$ cat src/design/mct_pkg.sv
package mct_pkg;

  // Field widths of the request and result words.
  localparam int ID_W     = 16;
  localparam int IDX_IN_W = 8;
  localparam int VAL_IN_W = 64;
  localparam int CIU_W    = 9;
  localparam int STATUS_W = 2;

  // Configuration port widths.
  localparam int CFG_IDX_W  = 2;
  localparam int CFG_DATA_W = 16;

  // Default sizing of the counter store.
  localparam int MAX_COUNTERS_DFLT = 256;
  localparam int VALUE_BITS_DFLT   = 64;

  // Register reset values.
  localparam logic [ID_W-1:0]  OWN_ID_RST = '0;
  localparam logic [CIU_W-1:0] CIU_RST    = 9'd256;

  // Configuration register indexes.
  localparam logic [CFG_IDX_W-1:0] REG_OWN_ID          = 2'd0;
  localparam logic [CFG_IDX_W-1:0] REG_COUNTERS_IN_USE = 2'd1;

  // Update kinds.
  localparam logic KIND_INDEPENDENT = 1'b0;
  localparam logic KIND_CONTINUING  = 1'b1;

  // Result status codes.
  localparam logic [STATUS_W-1:0] ST_OK            = 2'd0;
  localparam logic [STATUS_W-1:0] ST_BAD_ID        = 2'd1;
  localparam logic [STATUS_W-1:0] ST_BAD_INDEX     = 2'd2;
  localparam logic [STATUS_W-1:0] ST_NOT_ADVANCING = 2'd3;

  // Decision on one request, from the check unit to the sequencer.
  typedef struct packed {
    logic [STATUS_W-1:0] status;
    logic                commit;
    logic                ret_prev;
  } mct_verdict_t;

endpackage

$ cat src/design/mct_check.sv
module mct_check #(
  parameter int MAX_COUNTERS = mct_pkg::MAX_COUNTERS_DFLT,
  parameter int VALUE_BITS   = mct_pkg::VALUE_BITS_DFLT
) (
  input  logic                          kind,
  input  logic [mct_pkg::ID_W-1:0]      subsystem_id,
  input  logic [mct_pkg::IDX_IN_W-1:0]  counter_index,
  input  logic [VALUE_BITS-1:0]         new_value,
  input  logic [VALUE_BITS-1:0]         old_value,
  input  logic [mct_pkg::ID_W-1:0]      own_subsystem_id,
  input  logic [mct_pkg::CIU_W-1:0]     counters_in_use,
  output mct_pkg::mct_verdict_t         verdict
);
  import mct_pkg::*;

  logic id_ok;
  logic idx_ok;
  logic val_ok;

  // Index must lie below both the configured count and the store depth.
  assign id_ok  = (subsystem_id == own_subsystem_id);
  assign idx_ok = (32'(counter_index) < 32'(counters_in_use)) &&
                  (32'(counter_index) < MAX_COUNTERS);
  assign val_ok = (kind == KIND_CONTINUING) ? (new_value >= old_value)
                                            : (new_value > old_value);

  // Checks are taken in order: id, then index, then value.
  always_comb begin
    verdict.status   = ST_OK;
    verdict.commit   = 1'b0;
    verdict.ret_prev = 1'b0;
    if (!id_ok) begin
      verdict.status = ST_BAD_ID;
    end else if (!idx_ok) begin
      verdict.status = ST_BAD_INDEX;
    end else if (!val_ok) begin
      verdict.status = ST_NOT_ADVANCING;
    end else begin
      verdict.commit   = 1'b1;
      verdict.ret_prev = (kind == KIND_CONTINUING);
    end
  end

endmodule

$ cat config.mk
export PLATFORM = sky130hd
export DESIGN_NAME = mct_check
export DESIGN_NICKNAME = d
export VERILOG_FILES = /design/src/design/mct_pkg.sv /design/src/design/mct_check.sv
export SDC_FILE = /design/constraint.sdc
export NUM_CORES = 1
export LEC_CHECK = 0
export BUFFER_PORTS_ARGS = -buffer_cell sky130_fd_sc_hd__buf_2
export CORE_MARGIN = 2
export CORE_UTILIZATION = 43
export DETAILED_ROUTE_END_ITERATION = 10
export PLACE_DENSITY_LB_ADDON = 0.2
export RECOVER_POWER = 100
export SYNTH_ARGS = -nofsm -noshare
export SYNTH_HDL_FRONTEND = slang
export SYNTH_SLANG_ARGS = --single-unit
$ cat constraint.sdc
create_clock -name vclk -period 6.24
set_input_delay 0.624 -clock vclk [all_inputs]
set_output_delay 0.624 -clock vclk [all_outputs]
set_load 0.005 [all_outputs]
==> results of run 1 <==
[worst min-delay path by stage]
stage | startpoint | endpoint | slack [ns] | cells past startpoint
floorplan | kind | verdict[0] | 1.36 | 1
global placement | kind | verdict[0] | 1.57 | 3
detailed placement | kind | verdict[0] | 1.57 | 3
CTS | kind | verdict[0] | 1.57 | 3
global route | kind | verdict[0] | 1.61 | 3
finish | kind | verdict[0] | 1.58 | 3
[cells in the mapped netlist]
cell,count
o211ai_1,1
a21boi_0,1
a211oi_1,3
a41oi_1,1
a221oi_2,1
nand2_1,14
o41a_1,1
nand3b_1,1
inv_1,74
nor3_1,2
nor4_1,2
or4_4,1
a21o_1,10
nor2_1,8
o21bai_1,1
o311a_1,1
o21ai_0,11
ha_1,71
a21oi_1,28
o211ai_2,1
o21ai_1,1
and3_1,2
a2111oi_4,1
nor4_2,1
nand2b_1,5
nand4_1,17
xnor2_1,16
nor3_2,1
nand3_1,7
and2_1,1
[power breakdown]
part | switching [mW] | internal, mW | leakage, nW
sequential | 0 | 0 | 0
clock | 0 | 0 | 0
combinational | 0.0724 | 0.0908 | 1.94
[metal layers]
layer  global-route usage (%)  vias to the layer above  wire, um
met2                     37.1                       98      2680
met4                     1.65                        0        58
met5                        0                        -         0
met3                     2.21                        4       433
met1                     19.9                     1038      2140
li1                         -                     1349         -
[cell type report]
| cell class | count | share of cell area [%] |
|---|---|---|
| timing repair buffer | 182 | 30.1 |
| inverter | 74 | 9.22 |
| tap | 54 | 2.24 |
| multi-input combinational | 211 | 58.4 |
[per-stage QoR]
step,cells,utilization [%]
after global placement,521,65.0
after CTS,521,65.0
after floorplan,285,-
after global routing,521,64.6
final,521,64.6
after detailed placement,521,65.0
[worst max-delay path: stages]
cell and delay (ns):
buf_2 0.10, ha_1 0.31, nand4_1 0.13, nor3_1 0.33, and3_1 0.23, nand4_1 0.09, nor4_1 0.66, nand2b_1 0.12
o211ai_1 0.12, clkbuf_1 0.15
[cell families (layout without fill, tap and decap cells)]
group | Yosys count | in the layout | share of synthesized area, %
XOR/XNOR | 16 | 16 | 6.84
buffers and inverters | 74 | 256 | 13.6
AND/OR/NAND/NOR | 62 | 62 | 16.5
adder cells (fa/ha/maj) | 71 | 71 | 43.3
AO/OA/AOI/OAI | 62 | 62 | 19.8
==> impl_metrics.yaml, run 1 <==
status:
  status: "completed"
synth:
  synth_area_mm2: 0.00205
  syn_inst: 285
  post_synth_num_cell_types: 30
  synth_area_leaders: "ha_1, inv_1, a21oi_1"
  synth_area_per_cell_um2: 7.19
  yosysSeqAreaShare_pct: 0
  yosysWarnings: 0
  synth_nets: 534
  synth_top_cell_by_area: "ha_1"
  synth.top_cell.area_share_pct: 43.3
clock_network:
  cts_resized: 0
  post_cts_buffers: 0
  hold_buffers: 0
final_layout:
  diodes: 0
  nNetsFinal: 718
  multi_input_area_mm2: 0.00176
  design_area_mm2: 0.00301
  fillers: 428
  final_common_cell: "buf_2"
  clkbuf_count: 0
  final_cell_mix: "buf_2, inv_1, ha_1"
  drive_gt1_share_pct: 39.4
  n_sequential_cell: 0
  area_growth_pct: 47.0
  regArea_um2: 0
global_route:
  grt_pass1_wl_um: 8300
  grt_pass1_vias: 2293
  grt_usage_pct: 18.1
  globalRoute.totalOverflow: 0
  antenna_found_initial: 0
  grt_max_degree: 5
routing:
  drtPass1Iterations: 6
  antenna_left: 0
  drcViolationCount: 0
  dr_total_vias: 2489
  routed_wl_um: 5300
  drt_iter0_markers: 26
  post_drt_wl_per_cell_um: 10.2
  via_per_inst: 4.78
placement:
  post-place-ws_ns: 2.85
  postPlaceCellArea_mm2: 0.00303
  routabilityCongestion: 0.746
  port_buffers: 182
  dpl.hpwl_um: 5120
timing:
  fin_crit_sh_pct: 56.1
  fin_ws_ns: 2.74
  layout_min_cycle_time_ns: 3.50
  tns_ns: 0
  rsz0062_at_grt: "false"
  hold_viol_final: 0
  max_freq_mhz: 286
  tightest_slew_ns: 0.733
  setup_viol: 0
  max_slew_margin_pct: 50.7
  holdWs_ns: 1.58
  slew_viol_final: 0
worst_setup_path:
  critPathArrivalTime_ns: 2.88
  crit_fanout: 3
  worstSetupPathType: "input port to output pin"
  cp-startpoint: "new_value[54]"
  required_ns: 5.62
  critPathCaptureType: "output pin"
  cp-endpoint: "verdict[2]"
  cp-start-kind: "input port"
floorplan:
  die_area_mm2: 0.00533
  die_height_um: 73.0
  core_area_mm2: 0.00466
  start_util_pct: 44.0
  fp.dieW_um: 73.0
  io_pins: 182
  rows: 25
worst_hold_path:
  worstHoldPathType: "input port to output pin"
power:
  irDropWorstVdd_mv: 0.0302
  power_leakage_nw: 1.94
  p_per_area_mw_per_mm2: 54.2
  finalPower_mw: 0.163
job:
  drv_cap: 0
No activity file was read; power rests on OpenSTA's default activity.
==> run 2, diff against run 1 <==
CORE_UTILIZATION = 40   (was 43)
clock period = 3.65 ns   (was 6.24 ns; I/O delays follow)
==> impl_metrics.yaml, run 2 (synthesis results as in run 1) <==
worst_setup_path:
  crit_fanout: 3
  crit_slowest_cell: "nor4_1"
  worstPathCellList: "buf_2 -> inv_1 -> ha_1 -> nand4_1 -> nor3_1 -> and3_1 -> nand4_1 -> nor4_1 -> nand2b_1 -> o211ai_1 -> clkbuf_1"
  crit_top_cell: "nand4_1"
  critPathArrivalTime_ns: 2.63
  critPathCaptureType: "output pin"
  cp-start-kind: "input port"
  required_ns: 3.28
  critPathMaxStageDelay_ns: 0.68
  worstSetupPathType: "input port to output pin"
final_layout:
  regArea_um2: 0
  n_sequential_cell: 0
  clkbuf_count: 0
  fin_util_pct: 60.6
  area_growth_pct: 48.0
  drive_gt1_share_pct: 39.6
  final_cell_mix: "buf_2, inv_1, ha_1"
  design_area_mm2: 0.00303
  nNetsFinal: 718
  fillers: 509
  final_common_cell: "buf_2"
  diodes: 0
floorplan:
  die_height_um: 75.6
  rows: 26
  start_util_pct: 40.9
  io_pins: 182
  die_area_mm2: 0.00571
  core_area_mm2: 0.00501
  fp.dieW_um: 75.6
global_route:
  grt_max_degree: 5
  grt_pass1_vias: 2203
  antenna_found_initial: 1
  globalRoute.totalOverflow: 0
  grt_pass1_wl_um: 8270
  grt_usage_pct: 17.5
routing:
  antenna_left: 0
  dr_total_vias: 2522
  drtPass1Iterations: 4
  routed_wl_um: 5470
  post_drt_wl_per_cell_um: 10.2
  via_per_inst: 4.70
  drcViolationCount: 0
  drt_iter0_markers: 35
timing:
  max_slew_margin_pct: 49.3
  rsz0062_at_grt: "false"
  layout_min_cycle_time_ns: 3.00
  slew_viol_final: 0
  setup_viol: 0
  tns_ns: 0
  fin_crit_sh_pct: 82.1
  hold_viol_final: 0
  tightest_slew_ns: 0.754
  max_freq_mhz: 334
clock_network:
  hold_buffers: 0
  post_cts_buffers: 0
  cts_resized: 0
power:
  irDropWorstVdd_mv: 0.0551
  p_per_area_mw_per_mm2: 92.1
  power_leakage_nw: 1.95
placement:
  routabilityCongestion: 0.762
  dpl.hpwl_um: 5390
  postPlaceCellArea_mm2: 0.00305
  port_buffers: 182
status:
  status: "completed"
worst_hold_path:
  worstHoldPathType: "input port to output pin"
job:
  drv_cap: 0
## run 2: cell count changes in the layout (fill, tap and decap cells not counted)
cell	previous run	this run
clkbuf_1	2	1
buf_2	180	181
and2_0	0	1
and2_1	1	0
## run 2: per-stage QoR
stage / hold WS, ns / setup slack, ns / instances / total power [mW]
6_report: 1.05 / 0.655 / 537 / 0.279
5_1_grt: 1.08 / 0.395 / 537 / 0.328
4_1_cts: 1.06 / 0.760 / 537 / 0.285
3_5_place_dp: 1.06 / 0.760 / 537 / 0.283
3_3_place_gp: 1.06 / 0.759 / 537 / 0.275
2_1_floorplan: 0.840 / 1.03 / 285 / 0.153
## run 2: power by group
| part | total (mW) | switching (mW) | internal, mW |
|---|---|---|---|
| sequential | 0 | 0 | 0 |
| clock | 0 | 0 | 0 |
| combinational | 0.279 | 0.124 | 0.155 |
## run 2: path summary, 6_finish.rpt
path           from  slack (ns)  cells after the start    endpoint
min            kind        1.05                      3  verdict[0]
max   old_value[54]        0.65                     11  verdict[2]
## run 2: layout make-up
type               instances  area, um2  area share [%]
inverters                 74        278            9.15
multi-input cells        211       1760            58.0
well taps                 70       87.6            2.89
repair buffers           182        910            30.0
## run 2: worst max-delay path, delay by kind of cell
| family | cells | cell delay, ns |
|---|---|---|
| compound gates | 1 | 0.12 |
| fa+ha+maj | 1 | 0.30 |
| simple gates | 6 | 1.57 |
| buf+inv | 3 | 0.27 |
## run 2: routing by layer
| metal | wire length, um | vias to the layer above | track usage, % | share of wire [%] |
|---|---|---|---|---|
| met2 | 2800 | 105 | 35.0 | 51 |
| met1 | 2140 | 1050 | 19.5 | 39 |
| li1 | - | 1357 | - | - |
| met5 | 11 | - | 0 | 0.20 |
| met3 | 458 | 8 | 3.04 | 8.4 |
| met4 | 65 | 2 | 2.53 | 1.2 |
==> run 3, diff against run 2 <==
clock period = 2.94 ns   (was 3.65 ns; I/O delays follow)
==> impl_metrics.yaml, run 3 (synthesis results as in run 1) <==
timing:
  hold_viol_final: 0
  fin_ws_ns: 0.212
  max_slew_margin_pct: 67.4
  slew_viol_final: 0
  setup_viol: 0
  fin_crit_sh_pct: 92.8
  tightest_slew_ns: 0.486
  tns_ns: 0
  layout_min_cycle_time_ns: 2.73
  max_freq_mhz: 367
  rsz0062_at_grt: "false"
floorplan:
  die_area_mm2: 0.00571
  rows: 26
  die_height_um: 75.6
  core_area_mm2: 0.00501
  io_pins: 182
  fp.dieW_um: 75.6
  start_util_pct: 40.9
worst_setup_path:
  required_ns: 2.65
  worstSetupPathType: "input port to output pin"
  cp-start-kind: "input port"
  crit_slowest_cell: "or4_4"
  critPathMaxStageDelay_ns: 0.56
  crit_fanout: 3
  critPathCaptureType: "output pin"
  worstPathCellList: "buf_2 -> inv_1 -> ha_1 -> nand4_1 -> or4_4 -> o21bai_1 -> o211ai_2 -> a221oi_2 -> a2111oi_4 -> and2_1 -> buf_2"
  cpLargestDelayFamily: "simple AND/OR/NAND/NOR gates"
  crit_top_cell: "buf_2"
  critPathArrivalTime_ns: 2.43
  critPathBufInv: 3
global_route:
  grt_pass1_wl_um: 8150
  globalRoute.totalOverflow: 0
  grt_pass1_vias: 2188
  antenna_found_initial: 1
  grt_usage_pct: 17.2
  grt_max_degree: 5
power:
  internal-power_mw: 0.194
  p_per_area_mw_per_mm2: 114
  finalPower_mw: 0.349
  power_leakage_nw: 1.95
  combPwrFrac_pct: 100.0
  irDropWorstVdd_mv: 0.0670
  switching_share_pct: 44.3
  power.switching_mw: 0.155
  pwr-share-clk_pct: 0
  p_seq_share_pct: 0
placement:
  dp_cells: 538
  postPlaceCellArea_mm2: 0.00306
  post-place-ws_ns: 0.189
  port_buffers: 182
  routabilityCongestion: 0.778
  dpl.hpwl_um: 5340
clock_network:
  cts_resized: 0
  post_cts_buffers: 0
  hold_buffers: 0
final_layout:
  nNetsFinal: 719
  n_sequential_cell: 0
  final_cell_mix: "buf_2, inv_1, ha_1"
  clkbuf_count: 0
  fillers: 503
  drive_gt1_share_pct: 40.2
  final_cell_count_no_fill: 538
  area_growth_pct: 49.0
  design_area_mm2: 0.00305
  diodes: 0
  regArea_um2: 0
  final_common_cell: "buf_2"
routing:
  routed_wl_um: 5440
  drcViolationCount: 0
  drtPass1Iterations: 4
  via_per_inst: 4.71
  antenna_left: 0
  post_drt_wl_per_cell_um: 10.1
  dr_total_vias: 2536
  drt_iter0_markers: 23
worst_hold_path:
  worstHoldPathType: "input port to output pin"
job:
  drv_cap: 0
status:
  status: "completed"
[run 3: worst paths after layout]
kind / start / end / slack (ns) / depth (start not counted)
max: old_value[14] / verdict[0] / 0.21 / 11
min: kind / verdict[0] / 0.91 / 3
[run 3: area by class of cell]
| cell class | count | area, um2 | area share (%) |
|---|---|---|---|
| Tap cell | 70 | 87.6 | 2.87 |
| Inverter | 74 | 278 | 9.09 |
| Timing Repair Buffer | 183 | 917 | 30.0 |
| Multi-Input combinational cell | 211 | 1770 | 58.0 |
[run 3: metal layers]
| metal | track usage (%) | vias to the layer above | part of all wire [%] |
|---|---|---|---|
| met2 | 34.0 | 93 | 52 |
| met3 | 3.97 | 4 | 9.4 |
| met5 | 0 | - | 0.20 |
| met1 | 19.0 | 1082 | 38 |
| li1 | - | 1355 | - |
| met4 | 1.75 | 2 | 0.40 |
[run 3: power groups by stage]
stage / sequential, mW / clock [mW] / combinational (mW)
2_1_floorplan: 0 / 0 / 0.189
3_3_place_gp: 0 / 0 / 0.344
3_5_place_dp: 0 / 0 / 0.353
4_1_cts: 0 / 0 / 0.356
5_1_grt: 0 / 0 / 0.408
6_report: 0 / 0 / 0.349
[run 3: per-stage QoR]
| stage | hold WS [ns] | util, % |
|---|---|---|
| 2_1_floorplan | 0.698 | - |
| 3_3_place_gp | 0.911 | 61.0 |
| 3_5_place_dp | 0.912 | 61.0 |
| 4_1_cts | 0.912 | 61.0 |
| 5_1_grt | 0.949 | 61.0 |
| 6_report | 0.910 | 61.0 |
